===== src/hdl/irh_pkg.sv =====
package irh_pkg;

  // request kinds on the action input
  localparam logic ACT_LOAD = 1'b0;
  localparam logic ACT_READ = 1'b1;

  // result kinds
  localparam logic KIND_SET  = 1'b0;
  localparam logic KIND_READ = 1'b1;

  // set report status codes
  localparam logic [1:0] ST_OK       = 2'd0;
  localparam logic [1:0] ST_CAPACITY = 2'd1;
  localparam logic [1:0] ST_RANGE    = 2'd2;

  // relation codes
  localparam int         NREL         = 7;
  localparam logic [2:0] REL_BEFORE   = 3'd0;
  localparam logic [2:0] REL_MEETS    = 3'd1;
  localparam logic [2:0] REL_OVERLAPS = 3'd2;
  localparam logic [2:0] REL_DURING   = 3'd3;
  localparam logic [2:0] REL_FINISHES = 3'd4;
  localparam logic [2:0] REL_STARTS   = 3'd5;
  localparam logic [2:0] REL_OTHER    = 3'd6;
  localparam logic [2:0] REL_INVALID  = 3'd7;

  // register map
  localparam logic [1:0] REG_NF   = 2'd0;
  localparam logic [4:0] NF_RESET = 5'd16;

  localparam logic [14:0] TOTAL_MAX = 15'h7fff;

  // sorting chain cell operations
  typedef enum logic [1:0] {
    CELL_HOLD   = 2'd0,
    CELL_INSERT = 2'd1,
    CELL_POP    = 2'd2,
    CELL_ROTATE = 2'd3
  } cell_op_t;

  // histogram store operations
  typedef enum logic [1:0] {
    CNT_NONE = 2'd0,
    CNT_READ = 2'd1,
    CNT_INCR = 2'd2
  } cnt_op_t;

  // histogram store status towards the controller
  typedef struct packed {
    logic clr_busy;
  } cnt_stat_t;

endpackage


===== src/hdl/irh_cell.sv =====
module irh_cell import irh_pkg::*; #(
  parameter int TB = 16,
  parameter int DW = 36
) (
  input  logic          clk,
  input  logic          rst,
  input  cell_op_t      op,
  input  logic [DW-1:0] new_data,
  input  logic [DW-1:0] head_data,
  input  logic [DW-1:0] prev_data,
  input  logic          prev_vld,
  input  logic          prev_aft,
  input  logic [DW-1:0] next_data,
  input  logic          next_vld,
  output logic [DW-1:0] data,
  output logic          vld,
  output logic          aft
);

  logic [DW-1:0] data_next;
  logic          vld_next;
  logic          take_ins;

  // held event sorts after the new one (start, then end; ties stay put)
  always_comb begin
    aft = vld && ((data[2*TB-1:TB] > new_data[2*TB-1:TB]) ||
                  ((data[2*TB-1:TB] == new_data[2*TB-1:TB]) &&
                   (data[TB-1:0] > new_data[TB-1:0])));
  end

  assign take_ins = (!vld && prev_vld) || aft;

  always_comb begin
    data_next = data;
    vld_next  = vld;
    case (op)
      CELL_INSERT: begin
        if (take_ins) begin
          data_next = prev_aft ? prev_data : new_data;
          vld_next  = 1'b1;
        end
      end
      CELL_POP: begin
        data_next = next_data;
        vld_next  = next_vld;
      end
      CELL_ROTATE: begin
        // last occupied cell takes the head
        if (vld) begin
          data_next = next_vld ? next_data : head_data;
        end
      end
      default: begin
        data_next = data;
      end
    endcase
  end

  always_ff @(posedge clk) begin
    if (rst) begin
      vld <= 1'b0;
    end else begin
      vld <= vld_next;
    end
  end

  always_ff @(posedge clk) begin
    data <= data_next;
  end

endmodule


===== config.mk =====
export PLATFORM = sky130hd
export DESIGN_NAME = irh_cell
export DESIGN_NICKNAME = d
export VERILOG_FILES = /design/src/hdl/irh_pkg.sv /design/src/hdl/irh_cell.sv
export SDC_FILE = /design/constraint.sdc
export NUM_CORES = 1
export LEC_CHECK = 0
export ABC_AREA = 1
export BUFFER_PORTS_ARGS = -buffer_cell sky130_fd_sc_hd__buf_2
export CORE_MARGIN = 2
export CORE_UTILIZATION = 44
export DETAILED_ROUTE_END_ITERATION = 7
export PLACE_DENSITY = 0.91
export SLEW_MARGIN = 20
export SYNTH_ARGS = -nofsm -noshare
export SYNTH_HDL_FRONTEND = slang
export SYNTH_SLANG_ARGS = --single-unit

===== constraint.sdc =====
create_clock -name clk -period 6.8 [get_ports clk]
set_clock_uncertainty 0.05 [all_clocks]
set_input_delay 1.36 -clock clk [delete_from_list [all_inputs] [get_ports clk]]
set_output_delay 1.36 -clock clk [all_outputs]
set_load 0.01 [all_outputs]

### After elaboration in Yosys (flattened, before gate mapping)

Cells that the tools add are included.

* equal/unequal tests: 6
* $lt $le $gt $ge: 2
* muxes and demuxes: 7
* reduce and logical (&&, ||, !) cells: 10

Operators with widths (count)
* $mux 36: 4
* $pmux 36 s3: 1
* $gt 16x16->1: 2
* $eq 16x16->1: 1
* $eq 2x2->1 const B: 2
* $ne 2x2->1 const B: 2
* $logic_and 1x1->1: 3
* $reduce_and 3->1: 1
* $reduce_bool 3->1: 1
* $eq 2x1->1 const B: 1
* $logic_or 1x1->1: 2
* $pmux 1 s2: 1
* $reduce_and 2->1: 1
* $reduce_bool 2->1: 1
* $logic_not 1->1: 1
* $mux 1: 1

* flip-flop bits (word level): 37
* word-level logic and storage cells: 27
* output and inout bits: 38
* input port bits: 151

### Longest topological paths before layout

Gate-level depths: netlist (run 1).

* depth in word-level cells: 7
* mapped depth: 17
* gate-level depth less buffers: 17

### Worst setup path after synthesis (run 1)

OpenSTA, ideal clock, no wires.

* path type: input to register
* from: input port op[1]
* to: register data[0] (enable)
* arrival time: 4.345 ns
* buffers on the path: 0
* path slack: 1.926 ns
* cell stages on the path: 4
* cell sequence: inv_1 nor2_1 nor2_1 o21ai_0

* word-level cells in the longest chain between the ends: 3

Ends and longest elaborated chain
* start: declaration: line irh_cell.sv:7 `input cell_op_t op,`
* $eq 2x2->1 / $eq 2x1->1 (equally long branches): line irh_cell.sv:36 `case (op)`
* $ne 2x2->1 (no source line) / $reduce_bool 3->1 (equally long branches)
* $reduce_and 3->1 (no source line) *
* end signal: assignment: line irh_cell.sv:68 `data <= data_next;`
* end: declaration: line irh_cell.sv:15 `output logic [DW-1:0] data,`

Every way passes the cells marked *; elsewhere a longest branch is shown, timed or not.
A chain may end at the register's enable or synchronous reset.

### Worst setup path after layout (run 1)

* from: input port new_data[20]
* to: output port aft

* word-level cells in the longest chain between the ends: 4

Ends and longest elaborated chain
* start: declaration: line irh_cell.sv:8 `input logic [DW-1:0] new_data,`
* branches (longest 2 deep; another with $gt 16x16->1)
* $logic_or 1x1->1 *: line irh_cell.sv:26 `aft = vld && ((data[2*TB-1:TB] > new_data[2*TB-1:TB]) ||`
* $logic_and 1x1->1 *: line irh_cell.sv:26
* end: declaration: line irh_cell.sv:17 `output logic aft`

Mark *: on every way between the ends.

==> impl_metrics.py, run 1 <==
metrics = {
    "cts": {
        "postCtsResizedCells": 0,
        "cts_inserted_buffers": 5,
        "tritoncts": "built",
        "clk_root_buffer_cell": "sky130_fd_sc_hd__clkbuf_8",
        "cts.htree.levels": 2,
        "clkSlewWorstSetupHoldPaths_ns": 0.07,
        "clock-sinks": 37,
        "cts_setup_buffers": 0,
        "cts.hold.buffers_added": 0,
        "clk_path_buf_depth": 2,
        "clock_latency_on_the_worst_skew_pair_ns": 0.28,
    },
    "die": {
        "core_area_sq_um": 6830,
        "die_area_sq_um": 7820,
        "rows": 30,
        "num_io_pins": 189,
        "die_width_microns": 88.4,
        "floorplan.initialDensity": 0.459,
        "die_h_microns": 88.4,
    },
    "synthesis": {
        "post-synth-top-count-cell": "sky130_fd_sc_hd__inv_1",
        "post_synth_inst_count": 412,
        "syn_warnings": 0,
        "ys_top_cells_by_count": "82 x sky130_fd_sc_hd__inv_1, 49 x sky130_fd_sc_hd__nand2_1, 42 x sky130_fd_sc_hd__a21oi_1, 36 x sky130_fd_sc_hd__edfxtp_1, 35 x sky130_fd_sc_hd__nand3_1",
        "ys_async_sr_fraction": 0,
        "synth.top_cells.by_area": "sky130_fd_sc_hd__edfxtp_1 34%, sky130_fd_sc_hd__ha_1 13%, sky130_fd_sc_hd__inv_1 9.8%",
        "synthesized_nets": 595,
        "synth_cell_type_count": 25,
        "synth_area_per_cell_sq_um": 7.61,
        "synth_largest_area_cell": "sky130_fd_sc_hd__edfxtp_1",
        "ys_seq_area_frac": 0.351,
        "post_synth_instance_area_sq_um": 3140,
        "ys_ff_latch": 37,
        "synth_top_area_frac": 0.345,
        "ys_dominant_reg_cell": "sky130_fd_sc_hd__edfxtp_1",
        "synth_enable_flop_cells": 36,
    },
    "sta": {
        "finalSetupViolations": 0,
        "grt_setup_unrepaired": "no",
        "max_slew_margin": 0.329,
        "finalSetupTns_ns": 0,
        "timing.final.max_slew_violations": 0,
        "max_clock_freq_ghz": 0.242,
        "fin_crit_ns": 4.14,
        "layout_worst_path_cycle_share": 0.608,
        "timing_hold_violations_final": 0,
        "worstMarginPinSlew_ns": 1.01,
    },
    "critical_path": {
        "end_kind": "output port",
        "worst_setup_slack_for_register_to_register_paths_ns": 4.34,
        "crit_fanout": 2,
        "startpoint_type": "input pin",
        "worstPathCellList": "buf_2 -> inv_1 -> ha_1 -> nand2_1 -> nor2_1 -> nand3_1 -> nand3_1 -> nand2_1 -> nand2_1 -> nand2_1 -> nand2_1 -> nand2_1 -> inv_1 -> buf_2",
        "regToRegEndpoint": "data[3]",
        "worstPathRequired_ns": 5.39,
        "worst-r2r-cell-count": 14,
        "criticalPathCategory": "input pin to output port",
        "worstSetupEndpoint": "aft",
        "launch_point_of_the_worst_path": "new_data[20]",
        "worst_r2r_startpoint": "data[20]",
        "cpMaxStageDelayCell": "sky130_fd_sc_hd__ha_1",
        "critical_path.most_common_cell": "sky130_fd_sc_hd__nand2_1",
        "critPathMaxStageDelay_ns": 0.29,
        "cp_data_arrival_time_ns": 2.73,
    },
    "job": {
        "drv_cap": 0,
    },
    "layout": {
        "stdcell_area_sq_um": 4270,
        "final_core_utilization": 0.624,
        "design.final.nets": 774,
        "final_cells": 688,
        "antenna_cells_inserted": 0,
        "layout_cell_share_with_drive_strength_beyond_1": 0.351,
        "area.growth.synth_to_final_pct": 36.0,
    },
    "routing": {
        "vias_per_cell": 5.18,
        "ant_nets": 0,
        "dr.first_iter.drc_count": 140,
        "wl_per_cell_microns": 14.4,
        "remaining_drc_errors": 0,
        "totalWireLength_microns": 9890,
        "drt-pass1-iter-count": 4,
        "vias": 3566,
    },
    "placement": {
        "dp_cells": 678,
        "buffer_ports.inserted": 188,
        "post-dp-hpwl_microns": 7750,
        "gpl.final_weighted_congestion": 0.869,
        "dpl-instance-area_sq_um": 4150,
    },
    "grt": {
        "first_global_vias": 3338,
        "grt_start_max_net_pins": 67,
        "global_route_wire_length_before_repair_microns": 14800,
        "globalRoute.totalOverflow": 0,
        "grt_usage": 0.240,
        "number_of_antenna_violations_at_the_first_check_in_global_routing": 0,
    },
    "outcome": {
        "status": "finished, final reports clean",
    },
    "pwr": {
        "power_density_over_the_cells_nw_per_um2": 156,
        "total_leakage_power_nw": 2.25,
        "vdd_drop_max_v": 0.0000893,
        "totalPowerFinal_mw": 0.667,
    },
    "worst_hold_path": {
        "worstHoldPathType": "flop to flop",
    },
}
-- cell families after synthesis --
logic type,share of synthesized area
fa+ha+maj,0.128
compound gates,0.229
mux,0.00638
simple gates,0.156
buf+inv,0.130
flops,0.351
-- flip-flops by register name (all words and copies together), names as in the netlist --
name and flops:
vld 1, data 36
-- placed cells by master, fill, tap and decap left out --
| cell type | n |
|---|---|
| sky130_fd_sc_hd__buf_2 | 188 |
| sky130_fd_sc_hd__inv_1 | 82 |
| sky130_fd_sc_hd__nand2_1 | 49 |
| sky130_fd_sc_hd__a21oi_1 | 42 |
| sky130_fd_sc_hd__edfxtp_1 | 36 |
| sky130_fd_sc_hd__nand3_1 | 35 |
| sky130_fd_sc_hd__ha_1 | 32 |
| sky130_fd_sc_hd__o21ai_0 | 30 |
| sky130_fd_sc_hd__o211ai_1 | 27 |
| sky130_fd_sc_hd__nor2_1 | 23 |
| sky130_fd_sc_hd__o21ai_1 | 10 |
| sky130_fd_sc_hd__o221ai_1 | 7 |
| sky130_fd_sc_hd__clkbuf_8 | 6 |
| sky130_fd_sc_hd__buf_4 | 3 |
| sky130_fd_sc_hd__nor2_2 | 2 |
| sky130_fd_sc_hd__mux2i_1 | 2 |
| sky130_fd_sc_hd__a21o_1 | 2 |
| sky130_fd_sc_hd__nand4_1 | 2 |
| sky130_fd_sc_hd__nand2_2 | 2 |
| sky130_fd_sc_hd__clkbuf_1 | 2 |
| sky130_fd_sc_hd__buf_8 | 2 |
| sky130_fd_sc_hd__o21ai_2 | 1 |
| sky130_fd_sc_hd__inv_2 | 1 |
| sky130_fd_sc_hd__o311ai_1 | 1 |
| sky130_fd_sc_hd__clkinv_1 | 1 |
| sky130_fd_sc_hd__nor3_2 | 1 |
| sky130_fd_sc_hd__o21ai_4 | 1 |
| sky130_fd_sc_hd__a21oi_2 | 1 |
| sky130_fd_sc_hd__dfxtp_1 | 1 |
-- final cells by class --
| type | instances | area [sq um] |
|---|---|---|
| Multi-Input combinational cell | 270 | 1650 |
| Tap cell | 96 | 120 |
| Timing Repair Buffer | 193 | 993 |
| Sequential cell | 37 | 1100 |
| Clock buffer | 8 | 90.1 |
| Inverter | 84 | 315 |
| Fill cell | 614 | 2570 |
-- critical path, delay by kind of cell --
family / cells / cell delay (ns)
AND/OR/NAND/NOR: 9 / 0.74
adder cells (fa/ha/maj): 1 / 0.29
buffers and inverters: 4 / 0.32
-- through the flow --
stage	hold slack, ns	worst slack (ns)
finish	0.647	2.66
global route	0.680	2.54
CTS	0.642	2.66
detailed placement	0.620	2.56
global placement	0.597	2.67
floorplan	0.558	1.93
-- per-layer routing --
layer	track usage	vias up	part of all wire	wire length (microns)
li1	-	1769	-	-
met5	0	-	0	0
met1	0.284	1613	0.40	3980
met3	0.0364	25	0.060	594
met4	0.0992	0	0.025	245
met2	0.432	159	0.51	5070
-- power by group --
group          leakage (nW)  switching [mW]  internal (mW)
Clock                0.0455          0.0773         0.0828
Combinational          1.86           0.122         0.0946
Sequential            0.351          0.0111          0.279
Total                  2.25           0.211          0.456
-- worst min path at each step --
| stage | from | slack (ns) | cells after the start | to |
|---|---|---|---|---|
| 2_1_floorplan | vld | 0.56 | 2 | vld |
| 3_3_place_gp | vld | 0.60 | 2 | vld |
| 3_5_place_dp | vld | 0.62 | 2 | vld |
| 4_1_cts | vld | 0.64 | 2 | vld |
| 5_1_grt | vld | 0.68 | 2 | vld |
| 6_report | vld | 0.65 | 2 | vld |
(Power assumes the default switching activity.)
==> inputs of run 2 (changes only) <==
--- a/config.mk
+++ b/config.mk
@@ -8,9 +8,9 @@
 export ABC_AREA = 1
 export BUFFER_PORTS_ARGS = -buffer_cell sky130_fd_sc_hd__buf_2
 export CORE_MARGIN = 2
-export CORE_UTILIZATION = 44
+export CORE_UTILIZATION = 40
 export DETAILED_ROUTE_END_ITERATION = 7
-export PLACE_DENSITY = 0.91
+export PLACE_DENSITY = 0.88
 export SLEW_MARGIN = 20
 export SYNTH_ARGS = -nofsm -noshare
 export SYNTH_HDL_FRONTEND = slang
==> constraint.sdc (replaced) <==
create_clock -name clk -period 3.6 [get_ports clk]
set_clock_uncertainty 0.05 [all_clocks]
set_input_delay 0.72 -clock clk [delete_from_list [all_inputs] [get_ports clk]]
set_output_delay 0.72 -clock clk [all_outputs]
set_load 0.01 [all_outputs]
==> run 2 against run 1 <==
Compared with the run above:
- non-clock buffer count did not move
- first-iteration DRC count increased by 37%
- clock power is 110% higher
- sequential share of layout area is 0.14 points lower
- global-route usage shrank 1.1 points
- die area increased by 9.5%
- worst hold slack lost 0.0068 ns
- clock-buffer cell count shrank 1
- total power rose by 94%
- critical path type unchanged
==> impl_metrics.py, run 2 (synthesized netlist as in run 1, its figures left out) <==
metrics = {
    "critical_path": {
        "worstPathCellList": "buf_2 -> inv_1 -> ha_1 -> nand2_1 -> nor2_1 -> nand4_1 -> nor2_1 -> nor2_1 -> nand2_1 -> nand2_1 -> nand2_1 -> inv_1 -> buf_2",
        "critical_path.top_delay_family": "simple AND/OR/NAND/NOR gates",
        "end_kind": "output port",
        "crit_fanout": 2,
        "regToRegEndpoint": "data[14]",
        "critPathMaxStageDelay_ns": 0.30,
        "criticalPathCategory": "input pin to output port",
        "startpoint_type": "input pin",
        "cp_data_arrival_time_ns": 2.10,
        "critical_path.most_common_cell": "sky130_fd_sc_hd__nand2_1",
        "worst-r2r-cell-count": 14,
        "worstPathRequired_ns": 2.83,
        "worst_setup_slack_for_register_to_register_paths_ns": 1.17,
        "worst_r2r_startpoint": "data[31]",
        "cpMaxStageDelayCell": "sky130_fd_sc_hd__ha_1",
        "crit_buf_inv": 4,
    },
    "placement": {
        "place_ws_ns": 0.664,
        "buffer_ports.inserted": 188,
        "dpl-instance-area_sq_um": 4160,
        "post-dp-hpwl_microns": 7850,
        "gpl.final_weighted_congestion": 0.806,
    },
    "die": {
        "die_area_sq_um": 8570,
        "die_h_microns": 92.6,
        "rows": 32,
        "floorplan.initialDensity": 0.410,
        "die_width_microns": 92.6,
        "core_area_sq_um": 7650,
        "num_io_pins": 189,
    },
    "sta": {
        "finalSetupTns_ns": 0,
        "grt_setup_unrepaired": "no",
        "max_slew_margin": 0.355,
        "layout_worst_path_cycle_share": 0.798,
        "fin_crit_ns": 2.87,
        "max_clock_freq_ghz": 0.348,
        "timing_hold_violations_final": 0,
        "finalWorstSetupSlack_ns": 0.729,
        "timing.final.max_slew_violations": 0,
        "finalSetupViolations": 0,
        "worstMarginPinSlew_ns": 0.966,
    },
    "pwr": {
        "power_density_over_the_cells_nw_per_um2": 301,
        "vdd_drop_max_v": 0.000141,
        "total_leakage_power_nw": 2.26,
    },
    "layout": {
        "design.final.nets": 774,
        "mostFrequentLayoutCell": "sky130_fd_sc_hd__buf_2",
        "largest-register": "data",
        "largest_register_ffs": 36,
        "stdcell_area_sq_um": 4290,
        "area.growth.synth_to_final_pct": 36.7,
        "final_cell_mix": "188 x sky130_fd_sc_hd__buf_2, 82 x sky130_fd_sc_hd__inv_1, 49 x sky130_fd_sc_hd__nand2_1, 42 x sky130_fd_sc_hd__a21oi_1, 36 x sky130_fd_sc_hd__edfxtp_1",
        "biggestRegsByFlops": "data: 36 flops, vld: 1 flops",
        "final.fill_count": 686,
        "layout_cell_share_with_drive_strength_beyond_1": 0.355,
        "antenna_cells_inserted": 0,
    },
    "worst_hold_path": {
        "worstHoldPathType": "flop to flop",
        "worst_hold_path.num_cells": 2,
        "worst_hold_path.endpoint": "vld",
        "min-delay-start": "vld",
    },
    "grt": {
        "number_of_antenna_violations_at_the_first_check_in_global_routing": 0,
        "globalRoute.totalOverflow": 0,
        "global_route_wire_length_before_repair_microns": 15600,
        "first_global_vias": 3436,
        "grt_start_max_net_pins": 65,
        "grt_usage": 0.229,
    },
    "cts": {
        "clk_root_buffer_cell": "sky130_fd_sc_hd__clkbuf_8",
        "clk_path_buf_depth": 2,
        "cts_setup_buffers": 0,
        "cts_inserted_buffers": 5,
        "postCtsResizedCells": 0,
        "clkSlewWorstSetupHoldPaths_ns": 0.08,
        "cts.htree.levels": 2,
        "clock-sinks": 37,
        "cts.hold.buffers_added": 0,
        "tritoncts": "built",
        "clock_latency_on_the_worst_skew_pair_ns": 0.29,
    },
    "routing": {
        "wl_per_cell_microns": 14.5,
        "ant_nets": 0,
        "drt-pass1-iter-count": 4,
        "totalWireLength_microns": 10100,
        "vias_per_cell": 5.19,
        "dr.first_iter.drc_count": 192,
        "remaining_drc_errors": 0,
        "vias": 3602,
    },
    "job": {
        "drv_cap": 0,
    },
    "outcome": {
        "status": "finished, final reports clean",
    },
}
[run 2: cell type report]
| type | instances | area (sq um) | area share |
|---|---|---|---|
| clock inverter | 1 | 5.00 | 0.00117 |
| sequential | 37 | 1100 | 0.257 |
| multi-input combinational | 270 | 1650 | 0.384 |
| inverter | 84 | 315 | 0.0735 |
| tap | 102 | 128 | 0.0298 |
| clock buffer | 7 | 96.3 | 0.0225 |
| timing repair buffer | 193 | 998 | 0.233 |
[run 2: power by group]
part	total, mW	leakage [nW]	internal, mW	switching, mW
Sequential	0.546	0.351	0.526	0.0203
Combinational	0.413	1.86	0.180	0.233
Clock	0.332	0.0542	0.173	0.158
Total	1.29	2.26	0.879	0.412
[run 2: worst max-delay path by stage]
stage / from / to / slack, ns / cells past startpoint
after floorplan: new_data[31] / data[0] / 0.23 / 14
after global placement: new_data[7] / aft / 0.73 / 13
after detailed placement: new_data[31] / data[23] / 0.66 / 15
after CTS: new_data[7] / aft / 0.71 / 13
after global routing: new_data[31] / aft / 0.50 / 14
final: new_data[7] / aft / 0.73 / 13
[run 2: layer usage]
metal / track usage / part of all wire / up-vias
met4: 0.0460 / 0.0096 / 0
met1: 0.267 / 0.40 / 1651
li1: - / - / 1770
met5: 0 / 0 / -
met2: 0.425 / 0.51 / 168
met3: 0.0553 / 0.074 / 13
[run 2: worst reg2reg max path: stages, from the launching register on]
cell and delay, ns:
sky130_fd_sc_hd__edfxtp_1 0.41, sky130_fd_sc_hd__ha_1 0.31, sky130_fd_sc_hd__nand2_1 0.08, sky130_fd_sc_hd__nor2_2 0.15
sky130_fd_sc_hd__nand2_1 0.07, sky130_fd_sc_hd__clkinv_1 0.06, sky130_fd_sc_hd__nand4_1 0.09, sky130_fd_sc_hd__nor2_1 0.10
sky130_fd_sc_hd__nand2_1 0.06, sky130_fd_sc_hd__nand2_1 0.05, sky130_fd_sc_hd__nand2_1 0.07, sky130_fd_sc_hd__nand2_1 0.08
sky130_fd_sc_hd__nand2_2 0.08, sky130_fd_sc_hd__o21ai_4 0.23, sky130_fd_sc_hd__buf_16 0.25
[run 2: through the flow]
step / hold slack [ns] / util / cells / power [mW]
6_report: 0.641 / 0.561 / 694 / 1.29
5_1_grt: 0.678 / 0.561 / 694 / 1.37
4_1_cts: 0.638 / 0.557 / 693 / 1.29
3_5_place_dp: 0.614 / 0.544 / 685 / 0.961
3_3_place_gp: 0.602 / 0.544 / 685 / 0.943
2_1_floorplan: 0.569 / - / 412 / 0.778
